<file path="config.mk">
export PLATFORM = sky130hd
export DESIGN_NAME = tag_follow_steering_unit
export DESIGN_NICKNAME = d
export VERILOG_FILES = /design/src/rtl/core/tfs_pkg.sv /design/src/rtl/core/tag_follow_steering_unit.sv /design/src/rtl/core/tfs_front.sv /design/src/rtl/core/tfs_queue.sv /design/src/rtl/core/tfs_back.sv
export SDC_FILE = /design/constraint.sdc
export NUM_CORES = 1
export LEC_CHECK = 0
export CAP_MARGIN = 20
export CORE_AREA = 5 5 194 140
export DETAILED_ROUTE_END_ITERATION = 8
export DIE_AREA = 0 0 199 145
export DONT_BUFFER_PORTS = 1
export PLACE_DENSITY = 0.83
export SLEW_MARGIN = 20
export SYNTH_ARGS = -nofsm -noshare
export SYNTH_HDL_FRONTEND = slang
export SYNTH_SLANG_ARGS = --single-unit
</file>
<file path="constraint.sdc">
create_clock -name clk -period 7.85 [get_ports clk]
set_input_delay 0.785 -clock clk [delete_from_list [all_inputs] [get_ports clk]]
set_output_delay 0.785 -clock clk [all_outputs]
set_load 0.03 [all_outputs]
</file>
<file path="src/rtl/core/tfs_pkg.sv">
package tfs_pkg;

  localparam int unsigned TFS_QDEPTH = 2;

  localparam logic [15:0] Q15_ONE     = 16'd32768;
  localparam logic [15:0] Q15_MAX_POS = 16'sd32767;
  localparam logic [15:0] Q15_MAX_NEG = 16'h8000;

  localparam logic [15:0] FRESH_LIMIT_RST = 16'd250;
  localparam logic [14:0] FULL_LOCK_RST   = 15'd3000;
  localparam logic [15:0] STOP_BELOW_RST  = 16'd300;
  localparam logic [15:0] GO_ABOVE_RST    = 16'd500;
  localparam logic [15:0] CRUISE_RST      = 16'd6554;

  localparam logic [2:0] CFG_FRESH_LIMIT = 3'd0;
  localparam logic [2:0] CFG_FULL_LOCK   = 3'd1;
  localparam logic [2:0] CFG_STOP_BELOW  = 3'd2;
  localparam logic [2:0] CFG_GO_ABOVE    = 3'd3;
  localparam logic [2:0] CFG_CRUISE      = 3'd4;

  localparam logic [1:0] ST_LOST     = 2'd0;
  localparam logic [1:0] ST_NO_RANGE = 2'd1;
  localparam logic [1:0] ST_TRACKING = 2'd2;

  typedef struct packed {
    logic               lost;
    logic [15:0]        range_mm;
    logic signed [15:0] bearing_cdeg;
  } job_t;

  typedef enum logic [1:0] {
    B_IDLE,
    B_DIV,
    B_DONE
  } back_state_t;

endpackage

</file>
<file path="src/rtl/core/tag_follow_steering_unit.sv">
// Flow: the beat ending a frame pushes its job into the queue; B_IDLE pops it, B_DIV runs
// 15 restoring divider steps, and B_DONE loads the result once the output is not stalled.
// Throughput: tag beats are taken one per cycle while the frame queue has room;
// the back end pops the next frame only after B_DONE has loaded the last result.
// Reset (rst_n low, synchronous): config registers take their defaults, the kept tag
// is cleared, the queue is emptied and the block starts blocked.
module tag_follow_steering_unit #(
  parameter int unsigned QUEUE_DEPTH = tfs_pkg::TFS_QDEPTH
) (
  input  logic               clk,
  input  logic               rst_n,
  input  logic               in_valid,
  output logic               in_stall,
  input  logic               in_tag_present,
  input  logic [15:0]        in_range_mm,
  input  logic signed [15:0] in_bearing_cdeg,
  input  logic [15:0]        in_frame_age_ms,
  input  logic               in_last_of_frame,
  output logic               out_valid,
  input  logic               out_stall,
  output logic [15:0]        out_throttle_q15,
  output logic signed [15:0] out_steer_q15,
  output logic [1:0]         out_track_status,
  input  logic               cfg_we,
  input  logic [2:0]         cfg_index,
  input  logic [15:0]        cfg_wdata
);
  import tfs_pkg::*;

  logic [15:0] fresh_limit_r;
  logic [14:0] full_lock_r;
  logic [15:0] stop_below_r;
  logic [15:0] go_above_r;
  logic [15:0] cruise_r;

  logic accept;
  logic push;
  job_t push_job;
  logic q_full;
  logic pop;
  logic q_avail;
  job_t head_job;

  always_ff @(posedge clk) begin
    if (!rst_n) begin
      fresh_limit_r <= FRESH_LIMIT_RST;
      full_lock_r   <= FULL_LOCK_RST;
      stop_below_r  <= STOP_BELOW_RST;
      go_above_r    <= GO_ABOVE_RST;
      cruise_r      <= CRUISE_RST;
    end else if (cfg_we) begin
      case (cfg_index)
        CFG_FRESH_LIMIT: fresh_limit_r <= cfg_wdata;
        CFG_FULL_LOCK:   full_lock_r   <= cfg_wdata[14:0];
        CFG_STOP_BELOW:  stop_below_r  <= cfg_wdata;
        CFG_GO_ABOVE:    go_above_r    <= cfg_wdata;
        CFG_CRUISE:      cruise_r      <= cfg_wdata;
        default: begin
        end
      endcase
    end
  end

  assign in_stall = q_full;
  assign accept   = in_valid && !q_full;

  tfs_front u_front (
    .clk            (clk),
    .rst_n          (rst_n),
    .accept         (accept),
    .tag_present    (in_tag_present),
    .range_mm       (in_range_mm),
    .bearing_cdeg   (in_bearing_cdeg),
    .frame_age_ms   (in_frame_age_ms),
    .last_of_frame  (in_last_of_frame),
    .fresh_limit_ms (fresh_limit_r),
    .push           (push),
    .push_job       (push_job)
  );

  tfs_queue #(
    .DEPTH (QUEUE_DEPTH)
  ) u_queue (
    .clk      (clk),
    .rst_n    (rst_n),
    .push     (push),
    .push_job (push_job),
    .full     (q_full),
    .pop      (pop),
    .avail    (q_avail),
    .head_job (head_job)
  );

  tfs_back u_back (
    .clk              (clk),
    .rst_n            (rst_n),
    .job_avail        (q_avail),
    .job              (head_job),
    .pop              (pop),
    .full_lock_cdeg   (full_lock_r),
    .stop_below_mm    (stop_below_r),
    .go_above_mm      (go_above_r),
    .cruise_q15       (cruise_r),
    .out_valid        (out_valid),
    .out_stall        (out_stall),
    .out_throttle_q15 (out_throttle_q15),
    .out_steer_q15    (out_steer_q15),
    .out_track_status (out_track_status)
  );

endmodule

</file>
<file path="src/rtl/core/tfs_front.sv">
module tfs_front (
  input  logic               clk,
  input  logic               rst_n,
  input  logic               accept,
  input  logic               tag_present,
  input  logic [15:0]        range_mm,
  input  logic signed [15:0] bearing_cdeg,
  input  logic [15:0]        frame_age_ms,
  input  logic               last_of_frame,
  input  logic [15:0]        fresh_limit_ms,
  output logic               push,
  output tfs_pkg::job_t      push_job
);
  import tfs_pkg::*;

  logic               best_valid_r, best_valid_nxt;
  logic [15:0]        best_range_r, best_range_nxt;
  logic signed [15:0] best_bearing_r, best_bearing_nxt;
  logic               take;
  logic               eff_valid;
  logic [15:0]        eff_range;
  logic signed [15:0] eff_bearing;

  always_comb begin
    take = tag_present && (!best_valid_r ||
           (range_mm != 16'd0 && (best_range_r == 16'd0 || range_mm < best_range_r)));
    eff_valid   = best_valid_r || take;
    eff_range   = take ? range_mm : best_range_r;
    eff_bearing = take ? bearing_cdeg : best_bearing_r;

    push                  = accept && last_of_frame;
    push_job.lost         = !eff_valid || (frame_age_ms > fresh_limit_ms);
    push_job.range_mm     = eff_range;
    push_job.bearing_cdeg = eff_bearing;

    best_valid_nxt   = best_valid_r;
    best_range_nxt   = best_range_r;
    best_bearing_nxt = best_bearing_r;
    if (accept) begin
      if (last_of_frame) begin
        best_valid_nxt   = 1'b0;
        best_range_nxt   = 16'd0;
        best_bearing_nxt = 16'sd0;
      end else begin
        best_valid_nxt   = eff_valid;
        best_range_nxt   = eff_range;
        best_bearing_nxt = eff_bearing;
      end
    end
  end

  always_ff @(posedge clk) begin
    if (!rst_n) begin
      best_valid_r   <= 1'b0;
      best_range_r   <= 16'd0;
      best_bearing_r <= 16'sd0;
    end else begin
      best_valid_r   <= best_valid_nxt;
      best_range_r   <= best_range_nxt;
      best_bearing_r <= best_bearing_nxt;
    end
  end

endmodule

</file>
<file path="src/rtl/core/tfs_queue.sv">
module tfs_queue #(
  parameter int unsigned DEPTH = tfs_pkg::TFS_QDEPTH
) (
  input  logic          clk,
  input  logic          rst_n,
  input  logic          push,
  input  tfs_pkg::job_t push_job,
  output logic          full,
  input  logic          pop,
  output logic          avail,
  output tfs_pkg::job_t head_job
);
  import tfs_pkg::*;

  localparam int unsigned PW = (DEPTH > 1) ? $clog2(DEPTH) : 1;
  localparam int unsigned CW = $clog2(DEPTH + 1);
  localparam logic [PW-1:0] LAST_PTR = PW'(DEPTH - 1);
  localparam logic [CW-1:0] FULL_CNT = CW'(DEPTH);

  job_t          slots_r [DEPTH];
  logic [PW-1:0] wr_ptr_r, wr_ptr_nxt;
  logic [PW-1:0] rd_ptr_r, rd_ptr_nxt;
  logic [CW-1:0] cnt_r, cnt_nxt;
  logic          do_push, do_pop;

  always_comb begin
    full     = (cnt_r == FULL_CNT);
    avail    = (cnt_r != '0);
    head_job = slots_r[rd_ptr_r];
    do_push  = push && !full;
    do_pop   = pop && avail;

    wr_ptr_nxt = wr_ptr_r;
    rd_ptr_nxt = rd_ptr_r;
    cnt_nxt    = cnt_r;
    if (do_push) begin
      wr_ptr_nxt = (wr_ptr_r == LAST_PTR) ? '0 : wr_ptr_r + 1'b1;
    end
    if (do_pop) begin
      rd_ptr_nxt = (rd_ptr_r == LAST_PTR) ? '0 : rd_ptr_r + 1'b1;
    end
    if (do_push && !do_pop) begin
      cnt_nxt = cnt_r + 1'b1;
    end else if (do_pop && !do_push) begin
      cnt_nxt = cnt_r - 1'b1;
    end
  end

  always_ff @(posedge clk) begin
    if (do_push) begin
      slots_r[wr_ptr_r] <= push_job;
    end
  end

  always_ff @(posedge clk) begin
    if (!rst_n) begin
      wr_ptr_r <= '0;
      rd_ptr_r <= '0;
      cnt_r    <= '0;
    end else begin
      wr_ptr_r <= wr_ptr_nxt;
      rd_ptr_r <= rd_ptr_nxt;
      cnt_r    <= cnt_nxt;
    end
  end

endmodule

</file>
<file path="src/rtl/core/tfs_back.sv">
module tfs_back (
  input  logic                clk,
  input  logic                rst_n,
  input  logic                job_avail,
  input  tfs_pkg::job_t       job,
  output logic                pop,
  input  logic [14:0]         full_lock_cdeg,
  input  logic [15:0]         stop_below_mm,
  input  logic [15:0]         go_above_mm,
  input  logic [15:0]         cruise_q15,
  output logic                out_valid,
  input  logic                out_stall,
  output logic [15:0]         out_throttle_q15,
  output logic signed [15:0]  out_steer_q15,
  output logic [1:0]          out_track_status
);
  import tfs_pkg::*;

  back_state_t        state_r, state_nxt;
  logic [15:0]        rem_r, rem_nxt;
  logic [14:0]        quo_r, quo_nxt;
  logic [3:0]         cnt_r, cnt_nxt;
  logic               ovf_r, ovf_nxt;
  logic               neg_r, neg_nxt;
  logic               lost_r, lost_nxt;
  logic [15:0]        range_r, range_nxt;
  logic               blocked_r, blocked_nxt;
  logic               out_valid_r, out_valid_nxt;
  logic               load_out;
  logic [15:0]        thr_r, thr_nxt;
  logic signed [15:0] steer_r, steer_nxt;
  logic [1:0]         status_r, status_nxt;

  logic [14:0] lock;
  logic [15:0] den;
  logic [15:0] mag;
  logic [31:0] num;
  logic [16:0] trial;
  logic        ge;
  logic [16:0] diff;
  logic [15:0] cruise_sat;

  always_comb begin
    lock  = (full_lock_cdeg == 15'd0) ? 15'd1 : full_lock_cdeg;
    den   = {lock, 1'b0};
    if (job.lost) begin
      mag = 16'd0;
    end else if (job.bearing_cdeg < 0) begin
      mag = 16'(-job.bearing_cdeg);
    end else begin
      mag = job.bearing_cdeg;
    end
    num   = {mag, 16'd0} + {17'd0, lock};
    trial = {rem_r, quo_r[14]};
    ge    = (trial >= {1'b0, den});
    diff  = trial - {1'b0, den};
    cruise_sat = (cruise_q15 > Q15_ONE) ? Q15_ONE : cruise_q15;

    state_nxt   = state_r;
    rem_nxt     = rem_r;
    quo_nxt     = quo_r;
    cnt_nxt     = cnt_r;
    ovf_nxt     = ovf_r;
    neg_nxt     = neg_r;
    lost_nxt    = lost_r;
    range_nxt   = range_r;
    blocked_nxt = blocked_r;
    thr_nxt     = thr_r;
    steer_nxt   = steer_r;
    status_nxt  = status_r;
    pop         = 1'b0;
    load_out    = 1'b0;

    case (state_r)
      B_IDLE: begin
        if (job_avail) begin
          pop       = 1'b1;
          rem_nxt   = num[30:15];
          quo_nxt   = num[14:0];
          ovf_nxt   = (num >= {1'b0, den, 15'd0});
          neg_nxt   = job.bearing_cdeg < 0;
          lost_nxt  = job.lost;
          range_nxt = job.range_mm;
          cnt_nxt   = 4'd0;
          state_nxt = B_DIV;
        end
      end
      B_DIV: begin
        rem_nxt = ge ? diff[15:0] : trial[15:0];
        quo_nxt = {quo_r[13:0], ge};
        cnt_nxt = cnt_r + 4'd1;
        if (cnt_r == 4'd14) begin
          state_nxt = B_DONE;
        end
      end
      B_DONE: begin
        if (!out_valid_r || !out_stall) begin
          load_out  = 1'b1;
          state_nxt = B_IDLE;
          thr_nxt   = 16'd0;
          if (neg_r) begin
            steer_nxt = ovf_r ? Q15_MAX_NEG : 16'(-$signed({1'b0, quo_r}));
          end else begin
            steer_nxt = ovf_r ? Q15_MAX_POS : {1'b0, quo_r};
          end
          if (lost_r) begin
            blocked_nxt = 1'b1;
            steer_nxt   = 16'sd0;
            status_nxt  = ST_LOST;
          end else if (range_r == 16'd0) begin
            blocked_nxt = 1'b1;
            status_nxt  = ST_NO_RANGE;
          end else begin
            if (range_r < stop_below_mm) begin
              blocked_nxt = 1'b1;
            end else if (range_r > go_above_mm) begin
              blocked_nxt = 1'b0;
            end
            if (!blocked_nxt) begin
              thr_nxt = cruise_sat;
            end
            status_nxt = ST_TRACKING;
          end
        end
      end
      default: begin
        state_nxt = B_IDLE;
      end
    endcase

    if (load_out) begin
      out_valid_nxt = 1'b1;
    end else if (!out_stall) begin
      out_valid_nxt = 1'b0;
    end else begin
      out_valid_nxt = out_valid_r;
    end
  end

  always_ff @(posedge clk) begin
    if (!rst_n) begin
      state_r     <= B_IDLE;
      blocked_r   <= 1'b1;
      out_valid_r <= 1'b0;
    end else begin
      state_r     <= state_nxt;
      blocked_r   <= blocked_nxt;
      out_valid_r <= out_valid_nxt;
    end
  end

  always_ff @(posedge clk) begin
    rem_r    <= rem_nxt;
    quo_r    <= quo_nxt;
    cnt_r    <= cnt_nxt;
    ovf_r    <= ovf_nxt;
    neg_r    <= neg_nxt;
    lost_r   <= lost_nxt;
    range_r  <= range_nxt;
    thr_r    <= thr_nxt;
    steer_r  <= steer_nxt;
    status_r <= status_nxt;
  end

  assign out_valid        = out_valid_r;
  assign out_throttle_q15 = thr_r;
  assign out_steer_q15    = steer_r;
  assign out_track_status = status_r;

endmodule

</file>
# --- Word-level counts from Yosys, hierarchy flattened ---
# Memories as Yosys holds them, arrays and structs flattened. A register that Yosys moved wholly into a read port is not among the register bits.
# Cells that the tools add are included.
word_totals:
  reg_bits: 208
  ramBits: 66
  inputBits: 74
  word_cells: 141
  memories: 1
op_classes:
  addsub: 9
  magnitude_cmp: 8
  n_eq_ne: 12
  mux: 46
  n_reduce_logical: 40
mem_list:
  columns: ["memory", "words", "width", "read_ports", "rd_ports_with_merged_regs", "wr", "line", "rtl"]
  rows:
  - ["u_queue.slots_r", 2, 33, 1, 1, 1, "tfs_queue.sv:20", "job_t slots_r [DEPTH];"]
ops:
  columns: ["cell", "count"]
  rows:
  - ["two-way mux 16 bit", 11]
  - ["two-way mux 15 bit", 3]
  - ["adder 32 x 15 -> 32 bit", 1]
  - [">= comparator 32 x 31 -> 1 bit", 1]
  - ["greater-than comparator 16 bit", 2]
  - ["zero test 16 bit", 2]
  - ["less-than comparator 16 bit", 2]
  - ["one-hot mux 16 bit (2 select lines)", 1]
  - ["one-hot mux 15 bit (2 select lines)", 1]
  - ["two-way mux 1 bit", 21]
  - [">= comparator 17 x 16 -> 1 bit", 1]
  - ["greater-than comparator 16 bit (second input constant)", 1]
  - ["less-than comparator 16 x 1 -> 1 bit (second input constant)", 1]
  - ["negator 15 -> 16 bit", 1]
  - ["negator 16 bit", 1]
  - ["AND reduction 2 bit", 8]
  - ["nonzero test 16 bit", 1]
  - ["subtractor 16 bit", 1]
  - ["zero test 15 bit", 1]
  - ["two-way mux 2 bit", 6]
  - ["logical AND 1 bit", 8]
  - ["one-hot mux 4 bit (2 select lines)", 1]
  - ["zero test 1 bit", 7]
  - ["equality test 3 x 2 -> 1 bit (second input constant)", 2]
  - ["other kinds (20)", 30]

# --- Depth between registers and ports, before layout ---
# Gate-level depths: netlist (run 1).
logic_depth:
  depth_word: 9
  mapped_depth: 18
  ltp_nobuf: 14

# --- By module ---
# From an unflattened synthesis (run 1), not the netlist that was laid out.
unflattened:
  hier_cells: 1330
  hier_area_um2: 14512.7
by_module_without_submodules:
  columns: ["mod", "instances", "cells_per_inst", "area_each_um2"]
  rows:
  - ["tfs_back", 1, 666, 6432.4]
  - ["tag_follow_steering_unit", 1, 296, 3094.2]
  - ["tfs_queue", 1, 128, 2610.0]
  - ["tfs_front", 1, 240, 2376.0]

# --- Worst setup path before layout (run 1) ---
# OpenSTA, ideal clock, no wires.
synth_path:
  kind: "register to register"
  startpoint: "register with a tool-made name"
  endpoint: "register u_back.ovf_r, data pin"
  arrival_ns: 3.080
  required_time_ns: 7.581
  setup_slack_ns: 4.501
  path_stages_with_launch: 18
  path_cell_list: "dfxtp_1 clkbuf_1 buf_2 buf_2 buf_2 mux2i_1 ha_1 nand2_1 o21ai_1 o21ai_0 xor2_1 nor2_1 ha_1 nor2b_1 o21ai_0 o211ai_1 a21oi_1 o21ai_0"
synth_rtl:
  columns: ["item", "line", "rtl"]
  rows:
  - ["to (signal assigned)", "tfs_back.sv:156", "ovf_r <= ovf_nxt;"]
  - ["to (decl)", "tfs_back.sv:23", "logic ovf_r, ovf_nxt;"]

==> results.sh, run 1 <==
export IMPL_status="completed"
export IMPL_worstRegToRegCells=12
export IMPL_min_from="cfg_wdata[8]"
export IMPL_layout_area_seq_um2=7050
export IMPL_yosys_area_top_type="edfxtp_1"
export IMPL_critical_path_peak_fanout=51
export IMPL_cts_tree="yes"
export IMPL_r2r_end="u_back.ovf_r$_DFFE_PP_"
export IMPL_tightestPinTransition_ns=1.02
export IMPL_cts_htree_levels=1
export IMPL_final_cell_mix="nand2_1 (214), edfxtp_1 (154), dfxtp_1 (120)"
export IMPL_num_rows=49
export IMPL_r2r_setup_slack_ns=4.13
export IMPL_worstHoldPathType="in2reg"
export IMPL_cts_buffers=27
export IMPL_firstDrtPassIters=6
export IMPL_placed_cells=1672
export IMPL_grt_pass1_vias=9617
export IMPL_synthArstFlopShare_pct=0
export IMPL_clock_skew_ns=0.0119
export IMPL_drtIter0Drc=724
export IMPL_min_delay_worst_endpoint="cruise_r[8]$_SDFFE_PN1P_"
export IMPL_hpwl_um=23400
export IMPL_syn_inst=1394
export IMPL_setup_tns_ns=0
export IMPL_synth_flop_cell="edfxtp_1"
export IMPL_die_h_um=145
export IMPL_drive_gt1_share_pct=6.47
export IMPL_end_kind="flip-flop"
export IMPL_grtUsageTotal_pct=21.9
export IMPL_syn_cell_area_um2=14000
export IMPL_met2_usage_pct=30.3
export IMPL_post_route_util_pct=60.5
export IMPL_hold_ws_ns=0.379
export IMPL_min_period_ns=3.72
export IMPL_io_pins=110
export IMPL_critical_path_class="reg2reg"
export IMPL_cp_required_ns=8.11
export IMPL_finalCritPeriodShare_pct=47.4
export IMPL_die_x_um=199
export IMPL_fillers=2010
export IMPL_cts_root_buf="clkbuf_16"
export IMPL_ys_warn_count=0
export IMPL_post_cts_buffers=0
export IMPL_vias=10200
export IMPL_numPortBuffers=0
export IMPL_drv_slew=0
export IMPL_antenna_cells=0
export IMPL_synth_edff_count=154
export IMPL_cts_sinks=275
export IMPL_initial_core_util_pct=55.9
export IMPL_grt_remaining_overflow=0
export IMPL_synth_top_area_share_pct=32.9
export IMPL_yosysSeqAreaShare_pct=50.2
export IMPL_routed_wl_um=32600
export IMPL_cts_hold_buf=0
export IMPL_multiInputGateArea_um2=6450
export IMPL_hold_violations=0
export IMPL_drv_cap=0
export IMPL_use_met3_pct=6.21
export IMPL_ctsLongestPathBuffers=3
export IMPL_ys_types=68
export IMPL_clkLatencyLatePin_ns=0.53
export IMPL_avgSynthCellArea_um2=10.1
export IMPL_layout_commonest_cell="nand2_1"
export IMPL_power_total_mw=4.77
export IMPL_grt_util_met1_pct=34.5
export IMPL_max_slew_margin_pct=30.2
export IMPL_cts_resized=0
export IMPL_core_area_um2=25100
export IMPL_synth_seq_cells=275
export IMPL_cts_reportedPaths_clkPinSlew_ns=0.07
export IMPL_syn_to_final_growth_pct=8.37
export IMPL_grt_pass1_wl_um=51700
export IMPL_nNetsFinal=1543
export IMPL_drcViolationCount=0
export IMPL_setup_violations=0
export IMPL_synth_nets=1566
export IMPL_cp_arrival_ns=3.99
export IMPL_max_freq_mhz=269
export IMPL_gp_congestion=0.906
export IMPL_start_kind="flip-flop"
export IMPL_drtAntennaViolNets=0
export IMPL_p_leak_nw=5.66
export IMPL_antenna_found_initial=1
export IMPL_grt_busiest_layer="met1"
export IMPL_viasPerCell=5.93
export IMPL_worstHoldPathCells=2
export IMPL_instances_no_fill=1722
export IMPL_rsz0062_at_grt="no"
export IMPL_vdd_ir_drop_max_mv=0.223
export IMPL_dieArea_um2=28900
export IMPL_wire_per_inst_um=18.9
export IMPL_powerDensity_nw_per_um2=314
export IMPL_synthTopCellsByArea="edfxtp_1 (33%), dfxtp_1 (17%), ha_1 (8.6%), nand2_1 (5.7%), a21boi_0 (2.8%)"
export IMPL_grt_max_degree=91
==> routing by layer <==
layer	vias to the layer above	routed length, um
met5	-	20
met4	2	670
met3	57	3620
met2	417	13200
met1	4778	15100
li1	4961	-
==> report_power, final <==
group / internal (mW) / switching (mW)
Combinational: 0.583 / 0.815
Clock: 0.751 / 0.541
Sequential: 1.84 / 0.246
==> cell usage after synthesis (all sizes together), types with 19 or more instances <==
| master | instances |
|---|---|
| nor3 | 22 |
| mux2 | 39 |
| nor2 | 92 |
| a21boi | 52 |
| o21ai | 69 |
| and2 | 22 |
| nand3 | 32 |
| clkbuf | 51 |
| dfxtp | 121 |
| edfxtp | 154 |
| inv | 88 |
| nor4 | 21 |
| nand2 | 214 |
| xnor2 | 19 |
| a22o | 32 |
| o211ai | 30 |
| ha | 97 |
| a21oi | 45 |
==> flip-flops by register name (all words and copies together) (netlist names), 2 cells and up, named ones only <==
register	flops
go_above_r	16
full_lock_r	15
u_back.out_steer_q15	16
u_back.range_r	16
fresh_limit_r	16
u_back.state_r	2
u_queue.cnt_r	2
stop_below_r	16
u_back.cnt_r	4
cruise_r	16
u_back.rem_r	16
u_front.best_range_r	16
u_queue.slots_r	66
u_front.best_bearing_r	16
u_back.out_track_status	2
u_back.quo_r	15
u_back.out_throttle_q15	16
==> through the flow <==
stage                     instance area (um2)  worst slack, ns
after floorplan                         14000             4.50
after global placement                  14300             4.14
after detailed placement                14300             3.94
after CTS                               15200             3.91
after global routing                    15200             3.88
final                                   15200             4.13
==> cell families (layout without fill, tap and decap cells) <==
group                      Yosys count  in the layout  synth area share (%)
AOI/OAI and AO/OA                  302            302                  14.8
buffers and inverters              150            147                  4.21
muxes                               54             54                  4.20
DFF                                275            275                  50.2
xor gates and xnor gates            33             33                  2.06
adders and majority gates           98             98                  8.78
and+or+nand+nor                    482            482                  15.8
==> critical path: stages, from the launching register on <==
cell and delay (ns):
dfxtp_4 0.75, nor2b_1 0.13, a21oi_1 0.58, nor2_1 0.09
a211oi_1 0.59, ha_1 0.35, nor2b_1 0.13, o21ai_0 0.18
nand2b_1 0.11, a21oi_1 0.18, o21ai_0 0.15, a21oi_1 0.14
o21ai_0 0.08
==> cell type report <==
class	count	area share, %
Clock buffer	39	5.06
Clock inverter	10	0.765
Inverter	88	2.17
Multi-Input combinational cell	969	42.4
Sequential cell	275	46.3
Tap cell	331	2.72
Timing Repair Buffer	10	0.600
==> worst max-delay path by stage <==
stage | slack [ns] | endpoint | cells after the start
after floorplan | 4.50 | u_back.ovf_r$_DFFE_PP_ | 17
after global routing | 3.88 | u_back.ovf_r$_DFFE_PP_ | 12
after detailed placement | 3.94 | u_back.ovf_r$_DFFE_PP_ | 12
after CTS | 3.91 | u_back.ovf_r$_DFFE_PP_ | 12
after global placement | 4.14 | u_back.ovf_r$_DFFE_PP_ | 12
final | 4.13 | u_back.ovf_r$_DFFE_PP_ | 12
No activity file was read; power rests on OpenSTA's default activity.
==> inputs of run 2 (changes only) <==
==> constraint.sdc (replaced) <==
create_clock -name clk -period 3.85 [get_ports clk]
set_input_delay 0.385 -clock clk [delete_from_list [all_inputs] [get_ports clk]]
set_output_delay 0.385 -clock clk [all_outputs]
set_load 0.03 [all_outputs]
==> results.sh, run 2 (same netlist as run 1, synthesis figures left out) <==
export IMPL_status="completed"
export IMPL_cp_arrival_ns=3.61
export IMPL_power_total_mw=9.88
export IMPL_cts_htree_levels=1
export IMPL_regMostFlops="u_queue.slots_r"
export IMPL_tightestPinTransition_ns=1.14
export IMPL_instances_no_fill=1782
export IMPL_grt_max_degree=59
export IMPL_hpwl_um=23600
export IMPL_cpMostUsedCell="mux2_2"
export IMPL_drive_gt1_share_pct=6.89
export IMPL_setup_tns_ns=0
export IMPL_clkLatencyLatePin_ns=0.54
export IMPL_core_area_um2=25100
export IMPL_cts_reportedPaths_clkPinSlew_ns=0.07
export IMPL_antenna_cells=0
export IMPL_syn_to_final_growth_pct=12.6
export IMPL_io_pins=110
export IMPL_grt_pass1_wl_um=54900
export IMPL_initial_core_util_pct=55.9
export IMPL_drv_slew=0
export IMPL_cts_resized=0
export IMPL_multiInputGateArea_um2=6440
export IMPL_rsz0062_at_grt="no"
export IMPL_antenna_found_initial=1
export IMPL_worst_path_largest_cell_delay_ns=0.40
export IMPL_firstDrtPassIters=7
export IMPL_max_slew_margin_pct=23.7
export IMPL_layout_commonest_cell="nand2_1"
export IMPL_cts_root_buf="clkbuf_16"
export IMPL_start_kind="flip-flop"
export IMPL_dpl_cell_area_um2=14400
export IMPL_drcViolationCount=0
export IMPL_cts_sinks=275
export IMPL_hold_violations=0
export IMPL_wire_per_inst_um=19.8
export IMPL_die_x_um=199
export IMPL_grtUsageTotal_pct=23.4
export IMPL_drtIter0Drc=1027
export IMPL_largest_reg_flops=66
export IMPL_final_cell_mix="nand2_1 (214), edfxtp_1 (154), dfxtp_1 (120)"
export IMPL_cts_tree="yes"
export IMPL_worstHoldPathType="in2reg"
export IMPL_numPortBuffers=0
export IMPL_layout_area_seq_um2=7050
export IMPL_max_freq_mhz=300
export IMPL_end_kind="flip-flop"
export IMPL_fillers=1910
export IMPL_finalCritPeriodShare_pct=86.6
export IMPL_crit_family="compound AO/OA/AOI/OAI gates"
export IMPL_nNetsFinal=1603
export IMPL_gp_congestion=0.959
export IMPL_min_period_ns=3.34
export IMPL_routed_wl_um=35200
export IMPL_drtAntennaViolNets=0
export IMPL_placed_cells=1680
export IMPL_setup_slack_ns=0.514
export IMPL_pre_cts_ws_ns=0.603
export IMPL_crit_path_cell_trace="nor2_1 -> a41o_1 -> ha_1 -> fa_1 -> nand2b_1 -> a211oi_1 -> o31ai_1 -> a31oi_1 -> or2_2 -> mux2_2 -> mux2_2"
export IMPL_grt_remaining_overflow=0
export IMPL_num_rows=49
export IMPL_cts_buffers=26
export IMPL_grt_pass1_vias=10200
export IMPL_clock_skew_ns=0.0194
export IMPL_viasPerCell=6.07
export IMPL_design_area_um2=15800
export IMPL_critical_path_peak_fanout=4
export IMPL_critical_path_class="reg2reg"
export IMPL_die_h_um=145
export IMPL_vias=10800
export IMPL_p_leak_nw=5.93
export IMPL_dieArea_um2=28900
export IMPL_crit_buf_inv=0
export IMPL_ctsLongestPathBuffers=3
export IMPL_crit_path_top_delay_cell="dfxtp_1"
export IMPL_drv_cap=0
export IMPL_setup_violations=0
export IMPL_powerDensity_nw_per_um2=625
export IMPL_cp_required_ns=4.13
export IMPL_vdd_ir_drop_max_mv=0.412
==> run 2: cell count changes in the layout (fill, tap and decap cells not counted), sizes merged <==
cell | previous run | this run
buf | 10 | 19
clkinv | 4 | 11
dlygate4sd3 | 0 | 52
clkbuf | 39 | 32
inv | 91 | 90
==> run 2: power by group <==
group,internal [mW],total [mW],switching (mW)
clock,1.52,2.64,1.12
sequential,3.74,4.18,0.439
combinational,1.27,3.06,1.79
==> run 2: area by class of cell <==
cell class | instances | area share, %
Timing Repair Buffer | 71 | 4.40
Clock buffer | 32 | 4.72
Sequential cell | 275 | 44.6
Clock inverter | 16 | 0.862
Tap cell | 331 | 2.62
Multi-Input combinational cell | 969 | 40.7
Inverter | 88 | 2.09
==> run 2: path summary, 6_finish.rpt <==
kind / startpoint / to / slack, ns / cells past startpoint
min reg2reg: fresh_limit_r[13]$_SDFFE_PN0P_ / fresh_limit_r[13]$_SDFFE_PN0P_ / 0.46 / 2
min: cfg_wdata[15] / stop_below_r[15]$_SDFFE_PN0P_ / 0.01 / 2
max: full_lock_r[1]$_SDFFE_PN0P_ / u_back.rem_r[8]$_DFFE_PP_ / 0.51 / 11
max reg2reg: full_lock_r[1]$_SDFFE_PN0P_ / u_back.rem_r[8]$_DFFE_PP_ / 0.51 / 11
==> run 2: metrics by stage <==
step	utilization [%]	hold slack (ns)
floorplan	-	0.435
global placement	57.1	0.448
detailed placement	57.1	0.447
CTS	62.8	0.00110
global route	62.9	0.00358
finish	62.9	0.0108
==> run 2: timing repair <==
action | 4_1_cts | 5_1_grt
hold buffers | 52 | 1
hold endpoints to repair | 106 | 1
setup buffers | 0 | 0
==> run 2: layer usage <==
| layer | track usage [%] | up-vias | part of all wire [%] |
|---|---|---|---|
| met2 | 33.5 | 528 | 41 |
| li1 | - | 5097 | - |
| met5 | 0 | - | 0.057 |
| met3 | 4.73 | 77 | 10 |
| met1 | 36.3 | 5113 | 46 |
| met4 | 6.49 | 2 | 2.9 |
